## src/rtl/hvdma_pkg.sv

```systemverilog
// shared types and constants of the video-memory dma controller
package hvdma_pkg;

    // operation kinds of an input transfer
    localparam logic [1:0] KIND_SRC   = 2'd0;
    localparam logic [1:0] KIND_DST   = 2'd1;
    localparam logic [1:0] KIND_CTL   = 2'd2;
    localparam logic [1:0] KIND_BLANK = 2'd3;

    localparam logic [11:0] BLOCK_BYTES   = 12'h010;
    localparam logic [15:0] PTR_STEP      = 16'h0010;
    localparam logic [15:0] SRC_MASK      = 16'hFFF0;
    localparam logic [15:0] DST_MASK      = 16'h1FF0;
    localparam logic [15:0] VRAM_BASE     = 16'h8000;
    localparam logic [15:0] VRAM_END      = 16'hA000;
    localparam logic [7:0]  STATUS_DONE   = 8'hFF;
    localparam logic [13:0] BLANK_CYC     = 14'd36;
    localparam logic [13:0] BLANK_CYC_DS  = 14'd68;
    localparam logic [13:0] GEN_BASE      = 14'd4;
    localparam logic [13:0] GEN_BASE_DS   = 14'd8;

    localparam int QUEUE_DEPTH = 2;
    localparam int QUEUE_AW    = $clog2(QUEUE_DEPTH);

    // classified command passed from front to back
    typedef struct packed {
        logic [1:0]  kind;
        logic [15:0] value;
        logic        hblank;
        logic        blank_sel;
        logic [6:0]  count;
        logic [7:0]  blocks;
        logic [11:0] new_bytes;
    } cmd_t;

    // one result item
    typedef struct packed {
        logic        copy_issued;
        logic [15:0] copy_source;
        logic [15:0] copy_dest;
        logic [11:0] copy_length;
        logic [13:0] cycles_charged;
        logic [7:0]  status_out;
        logic        active_out;
        logic [15:0] source_readback;
        logic [15:0] dest_readback;
    } result_t;

endpackage

```

## src/rtl/hvdma_front.sv

```systemverilog
// front stage: accepts input transfers and classifies them into commands
module hvdma_front (
    input  logic               aclk,
    input  logic               aresetn,
    input  logic               s_tvalid,
    output logic               s_tready,
    input  logic [1:0]         s_tuser,
    input  logic [23:0]        s_tdata,
    output logic               push,
    output hvdma_pkg::cmd_t    push_cmd,
    input  logic               queue_full
);

    logic            valid_reg;
    logic            valid_next;
    hvdma_pkg::cmd_t cmd_reg;
    hvdma_pkg::cmd_t cmd_next;

    // hand the held command to the queue when it has room
    assign push     = valid_reg && !queue_full;
    assign s_tready = !valid_reg || !queue_full;
    assign push_cmd = cmd_reg;

    // decode the incoming transfer
    always_comb begin
        cmd_next.kind      = s_tuser;
        cmd_next.value     = s_tdata[15:0];
        cmd_next.hblank    = s_tdata[16];
        cmd_next.blank_sel = s_tdata[7];
        cmd_next.count     = s_tdata[6:0];
        cmd_next.blocks    = {1'b0, s_tdata[6:0]} + 8'd1;
        cmd_next.new_bytes = {cmd_next.blocks, 4'b0000};
    end

    always_comb begin
        valid_next = valid_reg;
        if (s_tvalid && s_tready) begin
            valid_next = 1'b1;
        end else if (push) begin
            valid_next = 1'b0;
        end
    end

    always_ff @(posedge aclk) begin
        if (!aresetn) begin
            valid_reg <= 1'b0;
        end else begin
            valid_reg <= valid_next;
        end
    end

    always_ff @(posedge aclk) begin
        if (s_tvalid && s_tready) begin
            cmd_reg <= cmd_next;
        end
    end

endmodule

```

## src/rtl/hvdma_queue.sv

```systemverilog
// short command queue between front and back
module hvdma_queue (
    input  logic               aclk,
    input  logic               aresetn,
    input  logic               push,
    input  hvdma_pkg::cmd_t    push_cmd,
    output logic               full,
    input  logic               pop,
    output logic               pop_valid,
    output hvdma_pkg::cmd_t    pop_cmd
);

    localparam int AW = hvdma_pkg::QUEUE_AW;
    localparam int CW = AW + 1;

    hvdma_pkg::cmd_t entry_reg [hvdma_pkg::QUEUE_DEPTH];
    logic [AW-1:0]   wr_ptr_reg;
    logic [AW-1:0]   wr_ptr_next;
    logic [AW-1:0]   rd_ptr_reg;
    logic [AW-1:0]   rd_ptr_next;
    logic [CW-1:0]   count_reg;
    logic [CW-1:0]   count_next;

    assign full      = (count_reg == CW'(hvdma_pkg::QUEUE_DEPTH));
    assign pop_valid = (count_reg != '0);
    assign pop_cmd   = entry_reg[rd_ptr_reg];

    // pointer and fill count update
    always_comb begin
        wr_ptr_next = wr_ptr_reg;
        rd_ptr_next = rd_ptr_reg;
        count_next  = count_reg;
        if (push) begin
            wr_ptr_next = (wr_ptr_reg == AW'(hvdma_pkg::QUEUE_DEPTH - 1)) ? '0
                                                                           : wr_ptr_reg + 1'b1;
        end
        if (pop && pop_valid) begin
            rd_ptr_next = (rd_ptr_reg == AW'(hvdma_pkg::QUEUE_DEPTH - 1)) ? '0
                                                                           : rd_ptr_reg + 1'b1;
        end
        if (push && !(pop && pop_valid)) begin
            count_next = count_reg + 1'b1;
        end else if (!push && pop && pop_valid) begin
            count_next = count_reg - 1'b1;
        end
    end

    always_ff @(posedge aclk) begin
        if (!aresetn) begin
            wr_ptr_reg <= '0;
            rd_ptr_reg <= '0;
            count_reg  <= '0;
        end else begin
            wr_ptr_reg <= wr_ptr_next;
            rd_ptr_reg <= rd_ptr_next;
            count_reg  <= count_next;
        end
    end

    // entry storage
    always_ff @(posedge aclk) begin
        if (push) begin
            entry_reg[wr_ptr_reg] <= push_cmd;
        end
    end

endmodule

```

## src/rtl/hvdma_back.sv

```systemverilog
// back stage: holds the dma state, executes commands, registers the result
module hvdma_back (
    input  logic               aclk,
    input  logic               aresetn,
    input  logic               double_speed,
    input  logic               cmd_valid,
    input  hvdma_pkg::cmd_t    cmd,
    output logic               cmd_pop,
    output logic               res_valid,
    input  logic               res_ready,
    output hvdma_pkg::result_t res
);

    logic [15:0] src_reg,  src_next;
    logic [15:0] dst_reg,  dst_next;
    logic [11:0] bytes_reg, bytes_next;
    logic [7:0]  status_reg, status_next;
    logic        active_reg, active_next;
    logic [15:0] src_mir_reg, src_mir_next;
    logic [15:0] dst_mir_reg, dst_mir_next;
    logic        valid_reg, valid_next;
    hvdma_pkg::result_t res_reg, res_next;

    logic [11:0] bytes_eff;
    logic [7:0]  status_eff;
    logic [15:0] blk_src_add, blk_src;
    logic [15:0] blk_dst_add, blk_dst;
    logic [11:0] blk_bytes;
    logic [7:0]  blk_status;
    logic        blk_active;
    logic [13:0] blk_cycles;
    logic [13:0] gen_cycles;
    logic        do_blank;

    // take a command when the result register is free or being drained
    assign cmd_pop   = cmd_valid && (!valid_reg || res_ready);
    assign res_valid = valid_reg;
    assign res       = res_reg;

    // count and status a blanking block starts from
    always_comb begin
        if (cmd.kind == hvdma_pkg::KIND_CTL) begin
            bytes_eff  = cmd.new_bytes;
            status_eff = {1'b0, cmd.count};
        end else begin
            bytes_eff  = bytes_reg;
            status_eff = status_reg;
        end
    end

    // one 16-byte blanking block with address wrap
    always_comb begin
        blk_src_add = src_reg + hvdma_pkg::PTR_STEP;
        blk_dst_add = dst_reg + hvdma_pkg::PTR_STEP;
        blk_src     = (blk_src_add == hvdma_pkg::VRAM_BASE) ? hvdma_pkg::VRAM_END : blk_src_add;
        blk_dst     = (blk_dst_add == hvdma_pkg::VRAM_END) ? hvdma_pkg::VRAM_BASE : blk_dst_add;
        blk_bytes   = bytes_eff - hvdma_pkg::BLOCK_BYTES;
        blk_status  = status_eff - 8'd1;
        blk_active  = !((blk_status == hvdma_pkg::STATUS_DONE) || (blk_bytes == 12'd0));
        blk_cycles  = double_speed ? hvdma_pkg::BLANK_CYC_DS : hvdma_pkg::BLANK_CYC;
    end

    // general transfer charge
    always_comb begin
        if (double_speed) begin
            gen_cycles = hvdma_pkg::GEN_BASE_DS + {cmd.blocks, 6'b000000};
        end else begin
            gen_cycles = hvdma_pkg::GEN_BASE + {1'b0, cmd.blocks, 5'b00000};
        end
    end

    // command execution
    always_comb begin
        src_next     = src_reg;
        dst_next     = dst_reg;
        bytes_next   = bytes_reg;
        status_next  = status_reg;
        active_next  = active_reg;
        src_mir_next = src_mir_reg;
        dst_mir_next = dst_mir_reg;
        do_blank     = 1'b0;
        res_next     = '0;

        case (cmd.kind)
            hvdma_pkg::KIND_SRC: begin
                src_next     = cmd.value;
                src_mir_next = cmd.value;
            end
            hvdma_pkg::KIND_DST: begin
                dst_next     = cmd.value;
                dst_mir_next = cmd.value;
            end
            hvdma_pkg::KIND_CTL: begin
                bytes_next = cmd.new_bytes;
                if (active_reg) begin
                    if (cmd.blank_sel) begin
                        status_next = {1'b0, cmd.count};
                    end else begin
                        status_next = hvdma_pkg::STATUS_DONE;
                        active_next = 1'b0;
                    end
                end else if (cmd.blank_sel) begin
                    active_next = 1'b1;
                    status_next = {1'b0, cmd.count};
                    do_blank    = cmd.hblank;
                end else begin
                    // general transfer of the whole length at once
                    res_next.copy_issued    = 1'b1;
                    res_next.copy_source    = src_reg & hvdma_pkg::SRC_MASK;
                    res_next.copy_dest      = (dst_reg & hvdma_pkg::DST_MASK)
                                              | hvdma_pkg::VRAM_BASE;
                    res_next.copy_length    = cmd.new_bytes;
                    res_next.cycles_charged = gen_cycles;
                    src_mir_next            = 16'hFFFF;
                    dst_mir_next            = 16'hFFFF;
                    status_next             = hvdma_pkg::STATUS_DONE;
                    src_next                = src_reg + {4'b0000, cmd.new_bytes};
                    dst_next                = dst_reg + {4'b0000, cmd.new_bytes};
                end
            end
            hvdma_pkg::KIND_BLANK: begin
                do_blank = active_reg;
            end
            default: begin
            end
        endcase

        if (do_blank) begin
            res_next.copy_issued    = 1'b1;
            res_next.copy_source    = src_reg;
            res_next.copy_dest      = dst_reg | hvdma_pkg::VRAM_BASE;
            res_next.copy_length    = hvdma_pkg::BLOCK_BYTES;
            res_next.cycles_charged = blk_cycles;
            src_next                = blk_src;
            dst_next                = blk_dst;
            src_mir_next            = blk_src;
            dst_mir_next            = blk_dst;
            bytes_next              = blk_bytes;
            status_next             = blk_status;
            active_next             = blk_active;
        end

        res_next.status_out      = status_next;
        res_next.active_out      = active_next;
        res_next.source_readback = src_mir_next;
        res_next.dest_readback   = dst_mir_next;
    end

    // result register valid
    always_comb begin
        valid_next = valid_reg;
        if (cmd_pop) begin
            valid_next = 1'b1;
        end else if (res_ready) begin
            valid_next = 1'b0;
        end
    end

    always_ff @(posedge aclk) begin
        if (!aresetn) begin
            src_reg     <= '0;
            dst_reg     <= '0;
            bytes_reg   <= '0;
            status_reg  <= hvdma_pkg::STATUS_DONE;
            active_reg  <= 1'b0;
            src_mir_reg <= '0;
            dst_mir_reg <= '0;
            valid_reg   <= 1'b0;
        end else begin
            valid_reg <= valid_next;
            if (cmd_pop) begin
                src_reg     <= src_next;
                dst_reg     <= dst_next;
                bytes_reg   <= bytes_next;
                status_reg  <= status_next;
                active_reg  <= active_next;
                src_mir_reg <= src_mir_next;
                dst_mir_reg <= dst_mir_next;
            end
        end
    end

    always_ff @(posedge aclk) begin
        if (cmd_pop) begin
            res_reg <= res_next;
        end
    end

endmodule

```

## src/rtl/hblank_vram_dma_controller.sv

```systemverilog
// top level of the video-memory dma controller
// Usage:
//   s_ channel: one transfer per register write or blanking event; s_tuser
//   holds op (source, destination, control, blanking event), s_tdata holds
//   value and in_hblank. Every accepted transfer yields exactly one m_
//   transfer: m_tuser is copy_issued, m_tdata carries the copy command
//   (all zero without a copy), the cycle charge, status, armed flag and the
//   pointer readbacks.
//   cfg channel: writes double_speed; always ready, write only while idle.
//   The s_ to m_ path runs through the front register, the two-entry
//   command queue and the back result register. Throughput is one item
//   per cycle while m_tready is high, set by the back stage's execute step.
//   Reset (aresetn low, synchronous) clears pointers, count and mirrors,
//   sets status to 0xFF, disarms and empties the queue; no clearing pass.
//   When m_tready is low the result holds, the queue fills, and s_tready
//   drops only once the front register and both queue entries are full.
module hblank_vram_dma_controller (
    input  logic         aclk,
    input  logic         aresetn,
    input  logic         s_tvalid,
    output logic         s_tready,
    input  logic [1:0]   s_tuser,    // op
    input  logic [23:0]  s_tdata,    // value, in_hblank, zero pad
    output logic         m_tvalid,
    input  logic         m_tready,
    output logic [0:0]   m_tuser,    // copy_issued
    output logic [103:0] m_tdata,    // copy_source, copy_dest, copy_length, cycles_charged,
                                     // status_out, active_out, source_readback,
                                     // dest_readback, zero pad
    input  logic         cfg_valid,
    output logic         cfg_ready,
    input  logic [0:0]   cfg_data    // double_speed
);

    logic               double_speed_reg;
    logic               push;
    hvdma_pkg::cmd_t    push_cmd;
    logic               queue_full;
    logic               pop;
    logic               pop_valid;
    hvdma_pkg::cmd_t    pop_cmd;
    hvdma_pkg::result_t res;

    // configuration register
    assign cfg_ready = 1'b1;

    always_ff @(posedge aclk) begin
        if (!aresetn) begin
            double_speed_reg <= 1'b0;
        end else if (cfg_valid && cfg_ready) begin
            double_speed_reg <= cfg_data[0];
        end
    end

    hvdma_front u_front (
        .aclk       (aclk),
        .aresetn    (aresetn),
        .s_tvalid   (s_tvalid),
        .s_tready   (s_tready),
        .s_tuser    (s_tuser),
        .s_tdata    (s_tdata),
        .push       (push),
        .push_cmd   (push_cmd),
        .queue_full (queue_full)
    );

    hvdma_queue u_queue (
        .aclk      (aclk),
        .aresetn   (aresetn),
        .push      (push),
        .push_cmd  (push_cmd),
        .full      (queue_full),
        .pop       (pop),
        .pop_valid (pop_valid),
        .pop_cmd   (pop_cmd)
    );

    hvdma_back u_back (
        .aclk         (aclk),
        .aresetn      (aresetn),
        .double_speed (double_speed_reg),
        .cmd_valid    (pop_valid),
        .cmd          (pop_cmd),
        .cmd_pop      (pop),
        .res_valid    (m_tvalid),
        .res_ready    (m_tready),
        .res          (res)
    );

    // result packing
    assign m_tuser = res.copy_issued;
    assign m_tdata = {5'b00000,
                      res.dest_readback,
                      res.source_readback,
                      res.active_out,
                      res.status_out,
                      res.cycles_charged,
                      res.copy_length,
                      res.copy_dest,
                      res.copy_source};

endmodule

```

## config.mk

```make
export PLATFORM = sky130hd
export DESIGN_NAME = hblank_vram_dma_controller
export DESIGN_NICKNAME = d
export VERILOG_FILES = /design/src/rtl/hvdma_pkg.sv /design/src/rtl/hvdma_front.sv /design/src/rtl/hvdma_queue.sv /design/src/rtl/hvdma_back.sv /design/src/rtl/hblank_vram_dma_controller.sv
export SDC_FILE = /design/constraint.sdc
export NUM_CORES = 1
export LEC_CHECK = 0
export BUFFER_PORTS_ARGS = -buffer_cell sky130_fd_sc_hd__buf_2
export CAP_MARGIN = 20
export CORE_ASPECT_RATIO = 0.75
export CORE_MARGIN = 2
export CORE_UTILIZATION = 50
export DETAILED_ROUTE_END_ITERATION = 10
export PLACE_DENSITY = 0.7
export SLEW_MARGIN = 40
export SYNTH_ARGS = -nofsm -noshare
export SYNTH_HDL_FRONTEND = slang
export SYNTH_HIERARCHICAL = 1
export SYNTH_SLANG_ARGS = --single-unit
```

## constraint.sdc

```tcl
create_clock -name aclk -period 9.5 [get_ports aclk]
set_clock_uncertainty 0.1 [all_clocks]
set_input_delay 0.475 -clock aclk [delete_from_list [all_inputs] [get_ports aclk]]
set_output_delay 0.475 -clock aclk [all_outputs]
set_load 0.005 [all_outputs]
```

==> results of run 1 <==
==> how the worst min path moves through the flow <==
stage,from,endpoint,slack [ns],depth (start not counted)
floorplan,u_front/push_cmd[28]$_DFFE_PP_,u_queue/entry_reg[0][28]$_DFFE_PP_,0.32,0
global placement,u_front/push_cmd[28]$_DFFE_PP_,u_queue/entry_reg[0][28]$_DFFE_PP_,0.33,0
detailed placement,u_front/push_cmd[28]$_DFFE_PP_,u_queue/entry_reg[1][28]$_DFFE_PP_,0.33,0
CTS,s_tdata[6],u_front/push_cmd[35]$_DFFE_PP_,0.003,1
global route,s_tdata[1],u_front/push_cmd[30]$_DFFE_PP_,0.009,1
finish,s_tdata[6],u_front/push_cmd[35]$_DFFE_PP_,0.03,1
==> where the power goes <==
part | internal (W) | total, W | leakage (nW) | switching (W)
combinational | 0.000149 | 0.000408 | 3.26 | 0.000259
sequential | 0.00153 | 0.00158 | 2.79 | 0.0000479
clock | 0.000789 | 0.00132 | 0.539 | 0.000531
==> kinds of logic (layout without fill, tap and decap cells) <==
logic type	after synthesis	after routing
AND/OR/NAND/NOR	476	476
AO/OA/AOI/OAI	330	330
flip-flops	310	310
buffers and inverters	147	242
multiplexers	80	80
XOR/XNOR	55	55
adder cells (fa/ha/maj)	38	38
other	4	13
==> critical path: stages (launching register included) <==
cell and delay (ns):
dfxtp_2 0.31, buf_4 0.63, mux2_2 0.47, inv_1 0.13
ha_2 0.50, nor2b_1 0.33, o22a_2 0.50, buf_4 0.64
o31a_1 0.73, nand2_1 0.22, o21ai_0 0.17
==> cell type report <==
type	instances	area share [%]
flip-flops and latches	310	47.81
multi-input cells	992	37.41
repair buffers	148	4.776
clock buffers	37	4.726
well taps	399	2.848
clock inverters	21	1.621
inverters	36	0.8138
==> metal layers <==
layer  global-route usage, %  vias to the layer above  part of all wire [%]
met1                   37.68                     5642                    47
met5                       0                        -                     0
met2                   36.88                      454                    43
met3                   4.074                       67                   7.4
li1                        -                     5411                     -
met4                   6.383                        0                   2.3
==> cell usage in the layout, fill, tap and decap left out, types with 23 or more instances in the layout <==
cell type    n
buf_2      123
mux2_4      30
xnor2_1     29
o21ai_0     67
clkbuf_16   31
a21oi_1     89
nand3_1     30
and3_1      23
a221oi_1    28
edfxtp_1   217
nor2_1     105
mux2i_1     31
ha_1        35
inv_1       33
nor3_1      29
nor2b_1     32
xor2_1      26
nand2_1    154
dfxtp_1     92
==> repair_timing <==
item                                    CTS  global route
endpoints found under the hold margin    12             0
endpoints found under the setup margin    0             0
hold buffers                             12             0
==> stage by stage <==
stage	std cells	hold slack, ns	power, W
after global placement	1873	0.3268	0.001990
after CTS	1943	0.002741	0.003321
final	1943	0.02754	0.003304
after floorplan	1449	0.3215	0.001873
after detailed placement	1873	0.3328	0.001999
after global routing	1943	0.009219	0.003428
==> reports/results.ini, run 1 <==
[status]
status = complete, no violations

[floorplan]
dieArea_um2 = 32610
dieWidth_um = 207.8
rows = 55
die_h_um = 156.9
core-area_um2 = 30420
ios = 140
start_util_pct = 51.23

[logic_synthesis]
synth.area.top_cells = edfxtp_1 42%, dfxtp_1 12%, nand2_1 3.7%, ha_1 2.9%, mux2_4 2.9%
avgSynthCellArea_um2 = 10.82
yosys.area_share.simple_pct = 15.00
synth_common_cells = 217 x edfxtp_1, 154 x nand2_1, 108 x nor2_1, 93 x dfxtp_1, 89 x a21oi_1
yosysMostFrequentCell = edfxtp_1
syn_inst = 1440
synth_top_family_by_area = simple AND/OR/NAND/NOR gates
synth_compound_area_share_pct = 13.92
yosys_warnings = 6
async_flop_share_pct = 0
ys_ff_latch = 310
synth_ff_type = edfxtp_1
synth_top_area_cell = edfxtp_1
synth_xor_area_share_pct = 3.092
synth.distinct_cells = 81
synthAdderAreaFrac_pct = 3.148
synth_area_um2 = 15580
yosys-mux-area-fraction_pct = 6.256
synth-edff-count = 217
ys_seq_area_share_pct = 53.77
synth_top_cell_area_share_pct = 41.82

[layout]
largest_register_ffs = 96
antenna_cells = 0
layout-drive-gt1-share_pct = 18.13
fillers = 2503
final_nets = 1589
area_delta_synth_final_pct = 12.49
seqCellArea_um2 = 8379
fin_util_pct = 57.62
postLayoutCellArea_um2 = 17530
multi_input_area_um2 = 6556

[global_route]
grt_usage_pct = 24.82
antenna_found_initial = 0
overflow = 0
grt_pass1_wl_um = 62740
grt_pass1_vias = 10670
grt_max_degree = 92

[critical_path]
cp.required_ns = 9.79
worstRegToRegCells = 10
cp_max_fo = 58
critPathLaunchType = flop
reg2reg_to = u_back/res[24]$_DFFE_PP_
endpoint = u_back/res[24]$_DFFE_PP_
critical_path_class = flop to flop
rrSetupSlack_ns = 4.54
worstPathArrival_ns = 5.26
crit_path_end_kind = flop

[routing]
firstDrtPassIters = 6
wirelength_um = 41170
detailroute.via_count = 11570
drc = 0
drtAntennaViolNets = 0
drtIter0Drc = 1033
viasPerCell = 5.957
post_drt_wl_per_cell_um = 21.19

[place]
hpwl_um = 27250
pre_cts_slack_ns = 4.591
port_buffers = 123
placed_area_um2 = 16280
place_congestion = 0.9074

[cts]
root_buffer = clkbuf_16
post_cts_resized = 0
cts_setup_buffers = 0
clkTransAtPathRegs_ns = 0.06
cts_tree = built
htreeDepth = 1
numCtsBuffers = 31
clock_sinks = 310
clkLatencyLatePin_ns = 0.58
cts_buffer_depth = 3

[sta]
rsz0062_at_grt = no
fin_crit_sh_pct = 52.24
clock.fmax_mhz = 201.5
worst_slew_pin_slew_ns = 0.8188
setup_violations = 0
tns_ns = 0
max_slew_margin_pct = 45.41
fin_crit_ns = 4.963
finalWorstSetupSlack_ns = 4.537
report.final.slew_viol_count = 0
hold_viol_final = 0

[min_path]
hold_class = input pin to flop

[pwr]
ir_drop_uv = 134.5
p_leak_nw = 6.596
power_density_nw_per_um2 = 188.5

[run]
cap_violations = 0

Power figures use the tool's default switching activity.
==> inputs of run 2 (changes only) <==
- clock period: 9.5 -> 4.63 ns (I/O delays scaled with it)
==> reports/results.ini, run 2 (same netlist as run 1, synthesis figures left out) <==
[critical_path]
reg2reg_to = u_back/active_reg$_SDFFE_PN0P_  ; was u_back/res[24]$_DFFE_PP_
critical_path_class = flop to flop  ; unchanged
rrSetupSlack_ns = 0.57  ; was 4.54 ns
worstPathArrival_ns = 4.43  ; was 5.26 ns
critPathLaunchType = flop  ; unchanged
cp_max_fo = 10  ; was 58
worstRegToRegCells = 11  ; was 10
crit_path_end_kind = flop  ; unchanged
cp.required_ns = 5.00  ; was 9.79 ns

[global_route]
grt_use_met2_pct = 36.72  ; was 36.88%
antenna_found_initial = 1  ; was 0
top_usage_layer = met1  ; unchanged
grt_pass1_wl_um = 63720  ; was 62,740 µm
gr-usage-met3_pct = 5.278  ; was 4.074%
grt_max_degree = 123  ; was 92
use_met1_pct = 37.99  ; was 37.68%
overflow = 0  ; unchanged
grt_usage_pct = 25.22  ; was 24.82%
grt_pass1_vias = 10880  ; was 10,670

[sta]
tns_ns = 0  ; unchanged
worst_slew_pin_slew_ns = 0.8660  ; was 0.8188 ns
rsz0062_at_grt = no  ; unchanged
max_slew_margin_pct = 42.05  ; was 45.41%
report.final.slew_viol_count = 0  ; unchanged
fin_crit_ns = 4.061  ; was 4.963 ns
setup_violations = 0  ; unchanged
clock.fmax_mhz = 246.2  ; was 201.5 MHz
fin_crit_sh_pct = 87.72  ; was 52.24%
hold_viol_final = 0  ; unchanged
finalWorstSetupSlack_ns = 0.5686  ; was 4.537 ns

[cts]
htreeDepth = 1  ; unchanged
cts_buffer_depth = 3  ; unchanged
cts_setup_buffers = 0  ; unchanged
post_cts_resized = 0  ; unchanged
cts_tree = built  ; unchanged
clkLatencyLatePin_ns = 0.59  ; was 0.58 ns
root_buffer = clkbuf_16  ; unchanged
numCtsBuffers = 29  ; was 31
clock_sinks = 310  ; unchanged
cts_hold_buf = 23  ; was 12
clkTransAtPathRegs_ns = 0.07  ; was 0.06 ns

[pwr]
p_leak_nw = 6.661  ; was 6.596 nW
ir_drop_uv = 271.0  ; was 134.5 µV
power_density_nw_per_um2 = 371.8  ; was 188.5 nW/µm²

[routing]
drtAntennaViolNets = 0  ; unchanged
detailroute.via_count = 11560  ; was 11,570
viasPerCell = 5.869  ; was 5.957
wirelength_um = 41470  ; was 41,170 µm
firstDrtPassIters = 5  ; was 6
post_drt_wl_per_cell_um = 21.06  ; was 21.19 µm
drtIter0Drc = 1196  ; was 1,033
drc = 0  ; unchanged

[floorplan]
dieWidth_um = 207.8  ; unchanged
ios = 140  ; unchanged
start_util_pct = 51.23  ; unchanged
core-area_um2 = 30420  ; unchanged
dieArea_um2 = 32610  ; unchanged
rows = 55  ; unchanged
die_h_um = 156.9  ; unchanged

[layout]
layout-drive-gt1-share_pct = 18.16  ; was 18.13%
largest_register_ffs = 96  ; unchanged
multi_input_area_um2 = 6543  ; was 6556 µm²
area_delta_synth_final_pct = 13.19  ; was 12.49%
final_cell_mix = 217 x edfxtp_1, 154 x nand2_1, 123 x buf_2  ; unchanged
seqCellArea_um2 = 8379  ; unchanged
final_common_cell = edfxtp_1  ; unchanged
fillers = 2526  ; was 2,503
final_nets = 1616  ; was 1,589

[status]
status = complete, no violations  ; unchanged

[place]
hpwl_um = 28390  ; was 27,250 µm
port_buffers = 123  ; unchanged
pre_cts_slack_ns = 0.6375  ; was 4.591 ns
place_congestion = 0.9506  ; was 0.9074

[min_path]
hold_depth = 3  ; was 1
hold_class = input pin to flop  ; unchanged
hold_end = u_back/status_reg[1]$_SDFFE_PN1P_  ; was u_front/push_cmd[35]$_DFFE_PP_
hp-start = aresetn  ; was s_tdata[6]

[run]
cap_violations = 0  ; unchanged

## run 2: cell types whose count changed in the layout (fill, tap and decap cells not counted), sizes merged
cell	before	now
bufinv	6	4
buf	136	154
clkinvlp	3	2
clkbuf	37	36
diode	0	1
dlygate4sd3	12	23
## run 2: where the power goes
group / switching, W / total (W) / internal, W
registers: 0.0000977 / 0.00323 / 0.00313
logic: 0.000534 / 0.000860 / 0.000325
clock network: 0.00108 / 0.00247 / 0.00139
## run 2: how the worst max path moves through the flow
stage,start,endpoint,depth (start not counted)
detailed placement,flop,u_back/active_reg$_SDFFE_PN0P_,11
finish,flop,u_back/active_reg$_SDFFE_PN0P_,11
global placement,flop,u_back/active_reg$_SDFFE_PN0P_,11
floorplan,flop,u_back/status_reg[4]$_SDFFE_PN1P_,14
CTS,flop,u_back/active_reg$_SDFFE_PN0P_,11
global route,flop,u_back/active_reg$_SDFFE_PN0P_,11
## run 2: cell type report
class,instances,share of cell area (%)
tap,399,2.831
clock buffer,36,4.264
timing repair buffer,177,6.243
sequential,310,47.51
inverter,36,0.8088
multi-input combinational,992,37.10
antenna,1,0.01419
clock inverter,18,1.227
## run 2: per-layer routing
layer  share of wire [%]  wire [µm]
met1                  47      19380
met2                  42      17250
met3                 9.0       3735
met4                 2.6       1096
met5                   0          0
## run 2: critical path, cell delays in order (launching register included)
cell	delay, ns
dfxtp_2	0.35
mux2_2	0.38
inv_1	0.13
ha_1	0.42
mux2i_1	0.42
ha_1	0.25
or4b_2	0.60
nor4_1	0.27
o221ai_1	0.15
a311oi_1	0.49
a311oi_1	0.13
a31o_1	0.25
## run 2: metrics by stage
| step | instance area (µm²) | utilization [%] | power (W) | hold WS, ns | std cells |
|---|---|---|---|---|---|
| 3_5_place_dp | 16410 | 53.97 | 0.004117 | 0.3096 | 1890 |
| 4_1_cts | 17610 | 57.91 | 0.006578 | 0.1650 | 1967 |
| 2_1_floorplan | 15620 | - | 0.003838 | 0.2304 | 1449 |
| 3_3_place_gp | 16380 | 53.84 | 0.004098 | 0.3085 | 1888 |
| 5_1_grt | 17630 | 57.97 | 0.006814 | 0.1900 | 1968 |
| 6_report | 17640 | 57.98 | 0.006558 | 0.1638 | 1969 |
==> inputs of run 3 (changes only) <==
- CORE_ASPECT_RATIO: 0.75 -> default
==> reports/results.ini, run 3 (same netlist as run 1, synthesis figures left out) <==
[routing]
wirelength_um = 41930  ; was 41,470 µm
post_drt_wl_per_cell_um = 21.29  ; was 21.06 µm
drtIter0Drc = 1065  ; was 1,196
drc = 0  ; unchanged
viasPerCell = 5.999  ; was 5.869
drtAntennaViolNets = 0  ; unchanged
detailroute.via_count = 11810  ; was 11,560
firstDrtPassIters = 5  ; unchanged

[place]
port_buffers = 123  ; unchanged
place_congestion = 0.9383  ; was 0.9506
hpwl_um = 28570  ; was 28,390 µm
placed_area_um2 = 16390  ; was 16,410 µm²
dp_cells = 1885  ; was 1,890
pre_cts_slack_ns = 0.8340  ; was 0.6375 ns

[cts]
root_buffer = clkbuf_16  ; unchanged
cts_setup_buffers = 0  ; unchanged
cts_buffer_depth = 3  ; unchanged
clkLatencyLatePin_ns = 0.51  ; was 0.59 ns
cts_tree = built  ; unchanged
numCtsBuffers = 34  ; was 29
clkTransAtPathRegs_ns = 0.06  ; was 0.07 ns
clock_sinks = 310  ; unchanged
htreeDepth = 2  ; was 1

[pwr]
clock_power_share_pct = 38.8  ; was 37.6%
power_switching_w = 0.001706  ; was 0.001709 W
ir_drop_uv = 295.0  ; was 271.0 µV
p_seq_share_pct = 48.3  ; was 49.3%
power_density_nw_per_um2 = 378.4  ; was 371.8 nW/µm²
comb_power_share_pct = 12.9  ; was 13.1%
swShare_pct = 25.48  ; was 26.06%
intPower_w = 0.004988  ; was 0.004849 W
p_leak_nw = 6.690  ; was 6.661 nW

[min_path]
hold_class = input pin to flop  ; unchanged

[critical_path]
crit_path_end_kind = flop  ; unchanged
cp_max_fo = 28  ; was 10
cp.required_ns = 4.77  ; was 5.00 ns
critical_path_class = flop to flop  ; unchanged
critPathLaunchType = flop  ; unchanged
worstPathArrival_ns = 3.97  ; was 4.43 ns

[layout]
multi_input_area_um2 = 6540  ; was 6543 µm²
final_common_cell = edfxtp_1  ; unchanged
final_cell_mix = 217 x edfxtp_1, 154 x nand2_1, 123 x buf_2  ; unchanged
layout-drive-gt1-share_pct = 17.94  ; was 18.16%
final_nets = 1617  ; was 1,616
seqCellArea_um2 = 8379  ; unchanged
area_delta_synth_final_pct = 13.53  ; was 13.19%
fin_util_pct = 57.68  ; was 57.98%
fillers = 2601  ; was 2,526
fin_cells = 1969  ; unchanged
postLayoutCellArea_um2 = 17690  ; was 17,640 µm²
largest_register_ffs = 96  ; unchanged

[floorplan]
ios = 140  ; unchanged
core-area_um2 = 30670  ; was 30,420 µm²
rows = 64  ; was 55
dieArea_um2 = 32590  ; was 32,610 µm²
die_h_um = 180.5  ; was 156.9 µm
dieWidth_um = 180.5  ; was 207.8 µm
start_util_pct = 50.80  ; was 51.23%

[global_route]
grt_pass1_wl_um = 64400  ; was 63,720 µm
overflow = 0  ; unchanged
grt_pass1_vias = 11500  ; was 10,880
antenna_found_initial = 0  ; was 1
grt_usage_pct = 25.22  ; about the same
grt_max_degree = 92  ; was 123

[sta]
fin_crit_ns = 3.834  ; was 4.061 ns
hold_viol_final = 0  ; unchanged
rsz0062_at_grt = no  ; unchanged
fin_crit_sh_pct = 82.81  ; was 87.72%
max_slew_margin_pct = 45.72  ; was 42.05%
setup_violations = 0  ; unchanged
worst_slew_pin_slew_ns = 0.8142  ; was 0.8660 ns
clock.fmax_mhz = 260.8  ; was 246.2 MHz
finalWorstSetupSlack_ns = 0.7958  ; was 0.5686 ns
tns_ns = 0  ; unchanged
report.final.slew_viol_count = 0  ; unchanged

[run]
cap_violations = 0  ; unchanged

[status]
status = complete, no violations  ; unchanged

[run 3: worst max-delay path, stage by stage, from the launching register on]
cell,delay [ns]
dfxtp_2,0.35
buf_4,0.25
mux2_2,0.27
ha_1,0.31
buf_4,0.35
and3_1,0.28
o22a_2,0.52
o31a_1,0.64
nand2_1,0.20
o21ai_0,0.26
[run 3: path summary, 6_finish.rpt]
path | from | to | slack, ns | cells after the start
worst min-delay path | m_tready | u_back/res_valid$_SDFFE_PN0P_ | 0.05 | 3
worst max register to register | flop | u_back/res[24]$_DFFE_PP_ | 0.80 | 9
worst min register to register | u_front/push_cmd[43]$_DFFE_PP_ | u_queue/entry_reg[1][43]$_DFFE_PP_ | 0.34 | 0
worst max-delay path | flop | u_back/res[24]$_DFFE_PP_ | 0.80 | 9
[run 3: power by group through the flow]
| stage | Combinational [W] | Clock, W | Sequential (W) |
|---|---|---|---|
| after detailed placement | 0.000833 | 0 | 0.00329 |
| after floorplan | 0.000579 | 0 | 0.00326 |
| after global routing | 0.000940 | 0.00275 | 0.00324 |
| final | 0.000867 | 0.00260 | 0.00323 |
| after CTS | 0.000853 | 0.00265 | 0.00323 |
| after global placement | 0.000819 | 0 | 0.00328 |
[run 3: cell type report]
| type | instances | share of cell area [%] |
|---|---|---|
| diodes | 1 | 0.01415 |
| clock buffers | 45 | 5.277 |
| clock inverters | 16 | 0.7427 |
| inverters | 36 | 0.7993 |
| multi-input cells | 992 | 36.97 |
| flip-flops and latches | 310 | 47.37 |
| well taps | 396 | 2.801 |
| repair buffers | 173 | 6.026 |
[run 3: routing by layer]
layer,track usage (%),share of wire (%)
met2,40.64,46
met1,33.62,42
met4,11.84,4.3
met5,0,0
met3,3.800,7.2
[run 3: through the flow]
step | hold slack (ns) | total power (W)
2_1_floorplan | 0.2304 | 0.003838
3_3_place_gp | 0.3083 | 0.004099
3_5_place_dp | 0.3096 | 0.004120
4_1_cts | 0.01478 | 0.006728
5_1_grt | 0.05305 | 0.006938
6_report | 0.04713 | 0.006694
[run 3: timing repair]
| action | CTS | global route |
|---|---|---|
| gates resized for setup | 0 | 0 |
| hold buffers | 22 | 0 |
| hold endpoints to repair | 25 | 0 |
| setup endpoints to repair | 0 | 0 |
